--- src/rtl/lcdnw_pkg.sv ---
// Shared types, constants and init tables for the character LCD nibble writer.
`timescale 1ns / 1ps
package lcdnw_pkg;

  localparam int QUEUE_DEPTH_DEFAULT = 2;

  localparam int HOLD_W     = 17;
  localparam int INIT_COUNT = 7;
  localparam int INIT_IDX_W = 3;
  localparam int PHASE_W    = 3;

  localparam logic [HOLD_W-1:0] BYTE_HOLD_US    = 17'd40;
  localparam logic [HOLD_W-1:0] POWERUP_WAIT_US = 17'd10000;

  localparam logic [INIT_IDX_W-1:0] INIT_LAST_IDX = 3'(INIT_COUNT - 1);
  localparam logic [PHASE_W-1:0]    PHASE_LAST    = 3'd4;

  typedef enum logic [1:0] {
    OP_CMD    = 2'd0,
    OP_DATA   = 2'd1,
    OP_CURSOR = 2'd2,
    OP_INIT   = 2'd3
  } op_t;

  typedef enum logic [1:0] {
    ST_IDLE,
    ST_WAIT,
    ST_BYTE
  } seq_state_t;

  // One queued job: either a single byte write or the whole power-up run.
  typedef struct packed {
    logic       is_init;
    logic       rs;
    logic [7:0] cmd;
  } job_t;

  function automatic logic [7:0] init_cmd(input logic [INIT_IDX_W-1:0] idx);
    logic [7:0] c;
    unique case (idx)
      3'd0:    c = 8'h33;
      3'd1:    c = 8'h32;
      3'd2:    c = 8'h28;
      3'd3:    c = 8'h06;
      3'd4:    c = 8'h0C;
      3'd5:    c = 8'h01;
      3'd6:    c = 8'h80;
      default: c = 8'h00;
    endcase
    return c;
  endfunction

  // Byte hold (40 us) plus the extra settle time of each init command.
  function automatic logic [HOLD_W-1:0] init_hold(input logic [INIT_IDX_W-1:0] idx);
    logic [HOLD_W-1:0] h;
    unique case (idx)
      3'd0:    h = 17'd41040;
      3'd1:    h = 17'd100040;
      3'd2:    h = 17'd50040;
      3'd3:    h = 17'd50040;
      3'd4:    h = 17'd1040;
      3'd5:    h = 17'd1040;
      3'd6:    h = 17'd1040;
      default: h = BYTE_HOLD_US;
    endcase
    return h;
  endfunction

endpackage

--- src/rtl/lcdnw_front.sv ---
// Front end: takes request words and turns them into queued jobs.
`timescale 1ns / 1ps
module lcdnw_front (
  input  logic             clk,
  input  logic             rst,
  input  logic             in_valid,
  output logic             in_ready,
  input  logic [1:0]       in_op,
  input  logic [15:0]      in_data,
  output logic             job_valid,
  input  logic             job_ready,
  output lcdnw_pkg::job_t  job
);

  lcdnw_pkg::job_t job_next;
  logic [7:0]      value;
  logic [3:0]      column;
  logic            row;

  assign value    = in_data[7:0];
  assign column   = in_data[11:8];
  assign row      = in_data[12];
  assign in_ready = !job_valid || job_ready;

  always_comb begin
    job_next = '0;
    unique case (lcdnw_pkg::op_t'(in_op))
      lcdnw_pkg::OP_CMD: begin
        job_next.cmd = value;
      end
      lcdnw_pkg::OP_DATA: begin
        job_next.rs  = 1'b1;
        job_next.cmd = value;
      end
      lcdnw_pkg::OP_CURSOR: begin
        // 0x80 + column, or 0xC0 + column on the second line
        job_next.cmd = {1'b1, row, 2'b00, column};
      end
      lcdnw_pkg::OP_INIT: begin
        job_next.is_init = 1'b1;
      end
      default: job_next = '0;
    endcase
  end

  always_ff @(posedge clk) begin
    if (rst) begin
      job_valid <= 1'b0;
    end else if (in_ready) begin
      job_valid <= in_valid;
    end
  end

  always_ff @(posedge clk) begin
    if (in_valid && in_ready) begin
      job <= job_next;
    end
  end

endmodule

--- src/rtl/lcdnw_fifo.sv ---
// Short job queue between the front end and the pin sequencer.
`timescale 1ns / 1ps
module lcdnw_fifo #(
  parameter int DEPTH = lcdnw_pkg::QUEUE_DEPTH_DEFAULT
) (
  input  logic            clk,
  input  logic            rst,
  input  logic            push_valid,
  output logic            push_ready,
  input  lcdnw_pkg::job_t push_job,
  output logic            pop_valid,
  input  logic            pop_ready,
  output lcdnw_pkg::job_t pop_job
);

  localparam int PW = (DEPTH > 1) ? $clog2(DEPTH) : 1;
  localparam int CW = $clog2(DEPTH + 1);

  lcdnw_pkg::job_t mem [DEPTH];
  logic [PW-1:0]   wr_ptr;
  logic [PW-1:0]   rd_ptr;
  logic [CW-1:0]   count;
  logic            do_push;
  logic            do_pop;

  assign push_ready = (count != CW'(DEPTH));
  assign pop_valid  = (count != '0);
  assign do_push    = push_valid && push_ready;
  assign do_pop     = pop_valid && pop_ready;
  assign pop_job    = mem[rd_ptr];

  always_ff @(posedge clk) begin
    if (do_push) begin
      mem[wr_ptr] <= push_job;
    end
  end

  always_ff @(posedge clk) begin
    if (rst) begin
      wr_ptr <= '0;
      rd_ptr <= '0;
      count  <= '0;
    end else begin
      if (do_push) begin
        wr_ptr <= (wr_ptr == PW'(DEPTH - 1)) ? '0 : wr_ptr + 1'b1;
      end
      if (do_pop) begin
        rd_ptr <= (rd_ptr == PW'(DEPTH - 1)) ? '0 : rd_ptr + 1'b1;
      end
      unique case ({do_push, do_pop})
        2'b10:   count <= count + 1'b1;
        2'b01:   count <= count - 1'b1;
        default: count <= count;
      endcase
    end
  end

endmodule

--- src/rtl/lcdnw_back.sv ---
// Back end: walks each job through its pin states into the output register.
`timescale 1ns / 1ps
module lcdnw_back (
  input  logic            clk,
  input  logic            rst,
  input  logic            job_valid,
  output logic            job_ready,
  input  lcdnw_pkg::job_t job,
  output logic            out_valid,
  input  logic            out_ready,
  output logic [23:0]     out_data,
  output logic            out_last
);

  lcdnw_pkg::seq_state_t                 state, state_next;
  logic [lcdnw_pkg::PHASE_W-1:0]         phase, phase_next;
  logic [lcdnw_pkg::INIT_IDX_W-1:0]      idx, idx_next;
  logic                                  init_mode, init_mode_next;
  logic [7:0]                            cur_byte, cur_byte_next;
  logic                                  cur_rs, cur_rs_next;
  logic [3:0]                            data_lines, data_lines_next;
  logic                                  out_valid_next;
  logic [23:0]                           out_data_next;
  logic                                  out_last_next;
  logic                                  slot_free;
  logic [3:0]                            hi_nib;
  logic [3:0]                            lo_nib;
  logic [lcdnw_pkg::HOLD_W-1:0]          end_hold;
  logic                                  end_last;

  assign slot_free = !out_valid || out_ready;
  assign hi_nib    = cur_byte[7:4];
  assign lo_nib    = cur_byte[3:0];
  assign end_hold  = init_mode ? lcdnw_pkg::init_hold(idx) : lcdnw_pkg::BYTE_HOLD_US;
  assign end_last  = !init_mode || (idx == lcdnw_pkg::INIT_LAST_IDX);

  // out_data: {hold_us, enable, read_write, reg_select, data_nibble}
  always_comb begin
    state_next      = state;
    phase_next      = phase;
    idx_next        = idx;
    init_mode_next  = init_mode;
    cur_byte_next   = cur_byte;
    cur_rs_next     = cur_rs;
    data_lines_next = data_lines;
    out_valid_next  = out_valid && !out_ready;
    out_data_next   = out_data;
    out_last_next   = out_last;
    job_ready       = 1'b0;

    unique case (state)
      lcdnw_pkg::ST_IDLE: begin
        job_ready = 1'b1;
        if (job_valid) begin
          phase_next = '0;
          idx_next   = '0;
          if (job.is_init) begin
            state_next = lcdnw_pkg::ST_WAIT;
          end else begin
            state_next     = lcdnw_pkg::ST_BYTE;
            init_mode_next = 1'b0;
            cur_byte_next  = job.cmd;
            cur_rs_next    = job.rs;
          end
        end
      end
      lcdnw_pkg::ST_WAIT: begin
        if (slot_free) begin
          out_valid_next = 1'b1;
          out_data_next  = {lcdnw_pkg::POWERUP_WAIT_US, 1'b0, 1'b1, 1'b1, data_lines};
          out_last_next  = 1'b0;
          state_next     = lcdnw_pkg::ST_BYTE;
          init_mode_next = 1'b1;
          cur_byte_next  = lcdnw_pkg::init_cmd(idx);
          cur_rs_next    = 1'b0;
        end
      end
      lcdnw_pkg::ST_BYTE: begin
        if (slot_free) begin
          out_valid_next = 1'b1;
          out_last_next  = 1'b0;
          phase_next     = phase + 1'b1;
          unique case (phase)
            3'd0:    out_data_next = {17'd0, 1'b1, 1'b0, cur_rs, hi_nib};
            3'd1:    out_data_next = {17'd0, 1'b0, 1'b0, cur_rs, hi_nib};
            3'd2:    out_data_next = {17'd0, 1'b1, 1'b0, cur_rs, lo_nib};
            3'd3:    out_data_next = {17'd0, 1'b0, 1'b0, cur_rs, lo_nib};
            default: out_data_next = {end_hold, 1'b0, 1'b1, 1'b1, lo_nib};
          endcase
          if (phase == lcdnw_pkg::PHASE_LAST) begin
            out_last_next   = end_last;
            data_lines_next = lo_nib;
            phase_next      = '0;
            if (end_last) begin
              state_next = lcdnw_pkg::ST_IDLE;
            end else begin
              idx_next      = idx + 1'b1;
              cur_byte_next = lcdnw_pkg::init_cmd(idx + 1'b1);
            end
          end
        end
      end
      default: state_next = lcdnw_pkg::ST_IDLE;
    endcase
  end

  always_ff @(posedge clk) begin
    if (rst) begin
      state      <= lcdnw_pkg::ST_IDLE;
      phase      <= '0;
      idx        <= '0;
      init_mode  <= 1'b0;
      data_lines <= '0;
      out_valid  <= 1'b0;
    end else begin
      state      <= state_next;
      phase      <= phase_next;
      idx        <= idx_next;
      init_mode  <= init_mode_next;
      data_lines <= data_lines_next;
      out_valid  <= out_valid_next;
    end
  end

  always_ff @(posedge clk) begin
    cur_byte <= cur_byte_next;
    cur_rs   <= cur_rs_next;
    out_data <= out_data_next;
    out_last <= out_last_next;
  end

endmodule

--- src/rtl/char_lcd_nibble_writer_core.sv ---
// Top level of the character LCD 4-bit nibble writer.
`timescale 1ns / 1ps
// Channel   Dir  Width      Contents
// s_axis    in   16 + 2     request word: tdata value/column/row, tuser op
// m_axis    out  24 + 1     pin state word: tdata pins and hold, tlast end of request
//
// A byte request (command, data, cursor) gives five pin states, one per cycle
// when the sink is ready. Power-up gives 36 pin states.
// The front stage and a short job queue keep taking requests while the
// sequencer works or the sink stalls; the output register holds under stall.
// Synchronous reset clears all control state and the held data lines to zero.
module char_lcd_nibble_writer_core #(
  parameter int QUEUE_DEPTH = lcdnw_pkg::QUEUE_DEPTH_DEFAULT
) (
  input  logic        clk,
  input  logic        rst,
  input  logic        s_axis_tvalid,
  output logic        s_axis_tready,
  input  logic [15:0] s_axis_tdata,   // [7:0] value, [11:8] column, [12] row, rest zero
  input  logic [1:0]  s_axis_tuser,   // [1:0] op
  output logic        m_axis_tvalid,
  input  logic        m_axis_tready,
  // [3:0] data_nibble, [4] reg_select, [5] read_write, [6] enable, [23:7] hold_us
  output logic [23:0] m_axis_tdata,
  output logic        m_axis_tlast    // last pin state of the request
);

  lcdnw_pkg::job_t front_job;
  lcdnw_pkg::job_t queue_job;
  logic            front_valid;
  logic            front_ready;
  logic            queue_valid;
  logic            queue_ready;

  // Decode op into a job word.
  lcdnw_front u_front (
    .clk       (clk),
    .rst       (rst),
    .in_valid  (s_axis_tvalid),
    .in_ready  (s_axis_tready),
    .in_op     (s_axis_tuser),
    .in_data   (s_axis_tdata),
    .job_valid (front_valid),
    .job_ready (front_ready),
    .job       (front_job)
  );

  lcdnw_fifo #(
    .DEPTH (QUEUE_DEPTH)
  ) u_fifo (
    .clk        (clk),
    .rst        (rst),
    .push_valid (front_valid),
    .push_ready (front_ready),
    .push_job   (front_job),
    .pop_valid  (queue_valid),
    .pop_ready  (queue_ready),
    .pop_job    (queue_job)
  );

  // Pin sequencer owns the held data lines and the output register.
  lcdnw_back u_back (
    .clk       (clk),
    .rst       (rst),
    .job_valid (queue_valid),
    .job_ready (queue_ready),
    .job       (queue_job),
    .out_valid (m_axis_tvalid),
    .out_ready (m_axis_tready),
    .out_data  (m_axis_tdata),
    .out_last  (m_axis_tlast)
  );

endmodule

--- config.mk ---
export PLATFORM = sky130hd
export DESIGN_NAME = char_lcd_nibble_writer_core
export DESIGN_NICKNAME = d
export VERILOG_FILES = /design/src/rtl/lcdnw_pkg.sv /design/src/rtl/lcdnw_front.sv /design/src/rtl/lcdnw_fifo.sv /design/src/rtl/lcdnw_back.sv /design/src/rtl/char_lcd_nibble_writer_core.sv
export SDC_FILE = /design/constraint.sdc
export NUM_CORES = 1
export LEC_CHECK = 0
export BUFFER_PORTS_ARGS = -buffer_cell sky130_fd_sc_hd__buf_2
export CORE_MARGIN = 4
export CORE_UTILIZATION = 30
export CTS_BUF_LIST = sky130_fd_sc_hd__clkbuf_16
export CTS_CLUSTER_SIZE = 12
export DETAILED_ROUTE_END_ITERATION = 7
export PLACE_DENSITY = 0.45
export SYNTH_ARGS = -nofsm -noshare
export SYNTH_HDL_FRONTEND = slang
export SYNTH_SLANG_ARGS = --single-unit
--- constraint.sdc ---
create_clock -name clk -period 3.3 [get_ports clk]
set_input_delay 0.66 -clock clk [delete_from_list [all_inputs] [get_ports clk]]
set_output_delay 0.66 -clock clk [all_outputs]
set_load 0.05 [all_outputs]
==> flow_metrics.py <==
metrics = {
    "run_status": {
        "run_status": "completed",
    },
    "cells_and_area": {
        "area_overhead_vs_synth_pct": 16.85,
        "drive_above_1_share_pct": 19.39,
        "ff_latch_area_um2": 2112,
        "final_area_um2": 4304,
        "post_layout_util_pct": 35.83,
        "fin_cells": 508,
        "diodes": 0,
        "layout.nets": 394,
        "multiInputGateArea_um2": 1405,
        "nFillCells": 1229,
    },
    "setup_path": {
        "cp_num_buf_inv": 1,
        "worst_setup_path_startpoint": "u_back.state[1]$_SDFFE_PP0P_",
        "critical-path-top-delay-family": "simple AND/OR/NAND/NOR gates",
        "criticalPathCategory": "register to register",
        "crit_chain": "inv_1 > ha_1 > and2_1",
        "worst_r2r_path_depth": 3,
        "critical_path.slowest_cell": "sky130_fd_sc_hd__and2_1",
        "cp_startpoint_kind": "register",
        "critical_path.reg2reg.startpoint": "u_back.state[1]$_SDFFE_PP0P_",
        "critical_path_peak_fanout": 18,
        "critPathMaxStageDelay_ns": 0.74,
        "endpoint_kind": "register",
        "ff2ff_setup_slack_ns": 1.13,
        "worstReg2RegEnd": "u_back.out_data[22]$_SDFFCE_PN0P_",
        "wp_data_arrival_ns": 2.13,
        "critical_path_required_ns": 3.26,
    },
    "hold_path": {
        "worstHoldPathType": "register to register",
        "hold_path_end": "u_fifo.mem[0][3]$_DFFE_PP_",
        "min_path_cells": 0,
        "worst_hold_startpoint": "u_front.job[3]$_DFFE_PP_",
    },
    "yosys": {
        "muxShareOfSynthArea_pct": 3.567,
        "postSynth.topFlopCell": "sky130_fd_sc_hd__edfxtp_1",
        "synthesis.yosys.warnings": 0,
        "synth_area_leader_cell": "sky130_fd_sc_hd__edfxtp_1",
        "synth_area_um2": 3684,
        "post_synthesis_sequential_area_ratio_pct": 57.34,
        "yosys.area_share.adder_pct": 5.435,
        "post-synth-top-count-cell": "sky130_fd_sc_hd__edfxtp_1",
        "post_synth_num_cell_types": 49,
        "syn_inst": 321,
        "ys_top_cells_by_count": "sky130_fd_sc_hd__edfxtp_1, sky130_fd_sc_hd__nor2_1, sky130_fd_sc_hd__dfxtp_1, sky130_fd_sc_hd__nand2_1, sky130_fd_sc_hd__a21oi_1",
        "ys_async_sr_fraction_pct": 0,
        "synth_enable_flop_cells": 57,
        "synthDominantCellAreaShare_pct": 46.47,
        "synth.area.top_cells": "sky130_fd_sc_hd__edfxtp_1, sky130_fd_sc_hd__dfxtp_1, sky130_fd_sc_hd__ha_1",
        "postSynthAreaPerCell_um2": 11.48,
        "synth_compound_gate_area_share_pct": 15.18,
        "yosys.area_share.xor_xnor_pct": 0.9511,
        "ys_seq_elements": 77,
        "synthSimpleGateAreaFrac_pct": 12.50,
        "synth_top_family_by_area": "compound AO/OA/AOI/OAI gates",
    },
    "drt": {
        "firstDrtPassIters": 4,
        "detail_route.drc_violations": 0,
        "drt-wirelength-per-cell_um": 13.58,
        "dr.first_iter.drc_count": 86,
        "detailed_route_via_count": 2373,
        "count_of_antenna_violating_nets_left_after_detailed_routing": 0,
        "vias_per_cell": 4.671,
        "sum_of_routed_wire_length_over_all_layers_mm": 6.899,
    },
    "timing": {
        "setup_violations": 0,
        "slack_of_the_critical_path_ns": 1.126,
        "layout_min_cycle_time_ns": 2.174,
        "setup_total_negative_slack_ns": 0,
        "fin_crit_sh_pct": 65.88,
        "max_transition_margin_pct": 39.39,
        "rsz0062_at_grt": "no",
        "report.final.hold_viol_count": 0,
        "final-max-slew-violation-count": 0,
        "max_slew.worst_pin.slew_ns": 0.9058,
        "fmaxAchievable_mhz": 460.0,
        "clock-skew-final_ns": 0.005782,
    },
    "global_routing": {
        "maximum_number_of_pins_on_one_net_before_global_route_repair": 33,
        "grt_overflow": 0,
        "grt_use_total_pct": 10.47,
        "grt_antenna_before_repair": 0,
        "first_global_vias": 2435,
        "grt_first_pass_wirelength_mm": 12.01,
    },
    "floorplan": {
        "io_pins": 49,
        "core_area_um2": 12010,
        "die_width_um": 118.8,
        "initial_core_utilization_pct": 30.67,
        "die_height_um": 118.8,
        "row_count": 40,
        "design.die.area_um2": 14120,
    },
    "clock_tree": {
        "clkTransAtPathRegs_ns": 0.06,
        "postCtsHoldBufs": 0,
        "quantity_of_gates_resized_following_cts": 0,
        "clk-insertion-delay-late_ns": 0.33,
        "cts_tree": "done",
        "htree_levels": 3,
        "cts_sinks": 77,
        "tritoncts.num_buffers": 9,
        "cts_max_path_buffers": 2,
        "cts.repair_timing.setup_buffer_count": 0,
        "ctsRootBufferMaster": "sky130_fd_sc_hd__clkbuf_16",
    },
    "placed_design": {
        "place.detailed.instances": 492,
        "place.detailed.hpwl_mm": 4.865,
        "dpl-instance-area_um2": 3980,
        "gp_congestion": 0.7488,
        "buffer_ports.inserted": 40,
        "place_ws_ns": 1.075,
    },
    "job": {
        "cap_viol_max_count": 0,
    },
    "power": {
        "maximum_vdd_drop_uv": 264.5,
        "p_leak_nw": 1.613,
        "power-per-cell-area_nw_per_um2": 972.4,
    },
}
[cell families (layout without fill, tap and decap cells)]
kind of cell / after synthesis / in the layout
fa+ha+maj: 16 / 16
other cells: 1 / 5
simple gates: 94 / 94
compound gates: 79 / 79
flops: 77 / 77
xor+xnor: 4 / 4
buf+inv: 38 / 74
mux: 12 / 12
[sequential cells by signal, summed over array words and instances, names as in the netlist, 2 cells and up, named ones only]
signal             cells
u_fifo.mem            20
u_back.out_data       17
u_back.state           2
u_back.cur_byte        8
u_fifo.count           2
u_back.idx             3
u_back.phase           3
u_back.data_lines      4
u_front.job           10
[how the worst max path moves through the flow]
stage                     slack [ns]  cells after the start                                end
after global placement          1.08                      3       u_back.out_data[3]$_DFFE_PP_
final                           1.13                      3  u_back.out_data[22]$_SDFFCE_PN0P_
after CTS                       1.06                      3       u_back.cur_byte[2]$_DFFE_PP_
after global routing            0.89                      6       u_back.cur_byte[3]$_DFFE_PP_
after detailed placement        1.07                      3       u_back.out_data[2]$_DFFE_PP_
after floorplan                 1.23                      5       u_back.out_data[0]$_DFFE_PP_
[through the flow]
stage               hold slack [ns]  power [mW]
floorplan                    0.4215       2.823
global placement             0.4253       3.152
detailed placement           0.4353       3.165
CTS                          0.4510       4.250
global route                 0.4630       4.453
finish                       0.4513       4.186
[routing by layer]
metal	GRT usage (%)	wire, um
met5	0	0
met4	3.910	111
met3	3.134	350
met2	17.55	3184
met1	12.70	3254
[report_power, final]
group          internal (mW)  switching (mW)
combinational          0.474            1.11
clock                  0.666           0.397
sequential              1.41           0.133
total                   2.55            1.64
[cell type report]
| cell class | instances | share of cell area (%) |
|---|---|---|
| Multi-Input combinational cell | 210 | 32.65 |
| Timing Repair Buffer | 43 | 5.174 |
| Sequential cell | 77 | 49.07 |
| Clock inverter | 7 | 2.297 |
| Inverter | 15 | 1.308 |
| Clock buffer | 9 | 5.233 |
| Tap cell | 147 | 4.273 |
[layout by cell type, fill, tap and decap left out, types with 2 or more instances in the layout]
master and instances:
sky130_fd_sc_hd__nor2b_1 11, sky130_fd_sc_hd__xnor2_1 2, sky130_fd_sc_hd__nor2_2 2, sky130_fd_sc_hd__a22oi_1 7, sky130_fd_sc_hd__a22o_1 5, sky130_fd_sc_hd__nand3b_1 2, sky130_fd_sc_hd__mux2i_1 9, sky130_fd_sc_hd__buf_4 3
sky130_fd_sc_hd__nand2b_1 3, sky130_fd_sc_hd__edfxtp_1 57, sky130_fd_sc_hd__a21bo_2 2, sky130_fd_sc_hd__inv_1 15, sky130_fd_sc_hd__a211oi_1 8, sky130_fd_sc_hd__and2b_1 2, sky130_fd_sc_hd__dfxtp_1 20, sky130_fd_sc_hd__a211o_1 2
sky130_fd_sc_hd__a21o_1 3, sky130_fd_sc_hd__o21ai_0 14, sky130_fd_sc_hd__nand2_1 18, sky130_fd_sc_hd__nor2_1 38, sky130_fd_sc_hd__and3_1 2, sky130_fd_sc_hd__nand4_1 2, sky130_fd_sc_hd__conb_1 5, sky130_fd_sc_hd__buf_2 40
sky130_fd_sc_hd__nand3_1 6, sky130_fd_sc_hd__and2_1 3, sky130_fd_sc_hd__o21a_1 4, sky130_fd_sc_hd__bufinv_16 2, sky130_fd_sc_hd__a21oi_1 17, sky130_fd_sc_hd__mux2_4 2, sky130_fd_sc_hd__xor2_1 2, sky130_fd_sc_hd__a31oi_1 4
sky130_fd_sc_hd__clkinv_4 3, sky130_fd_sc_hd__o21ai_1 2, sky130_fd_sc_hd__ha_1 16, sky130_fd_sc_hd__clkbuf_16 9, sky130_fd_sc_hd__a211oi_2 2, sky130_fd_sc_hd__or3_1 3
Note: power is estimated with default switching activity, not from simulation.
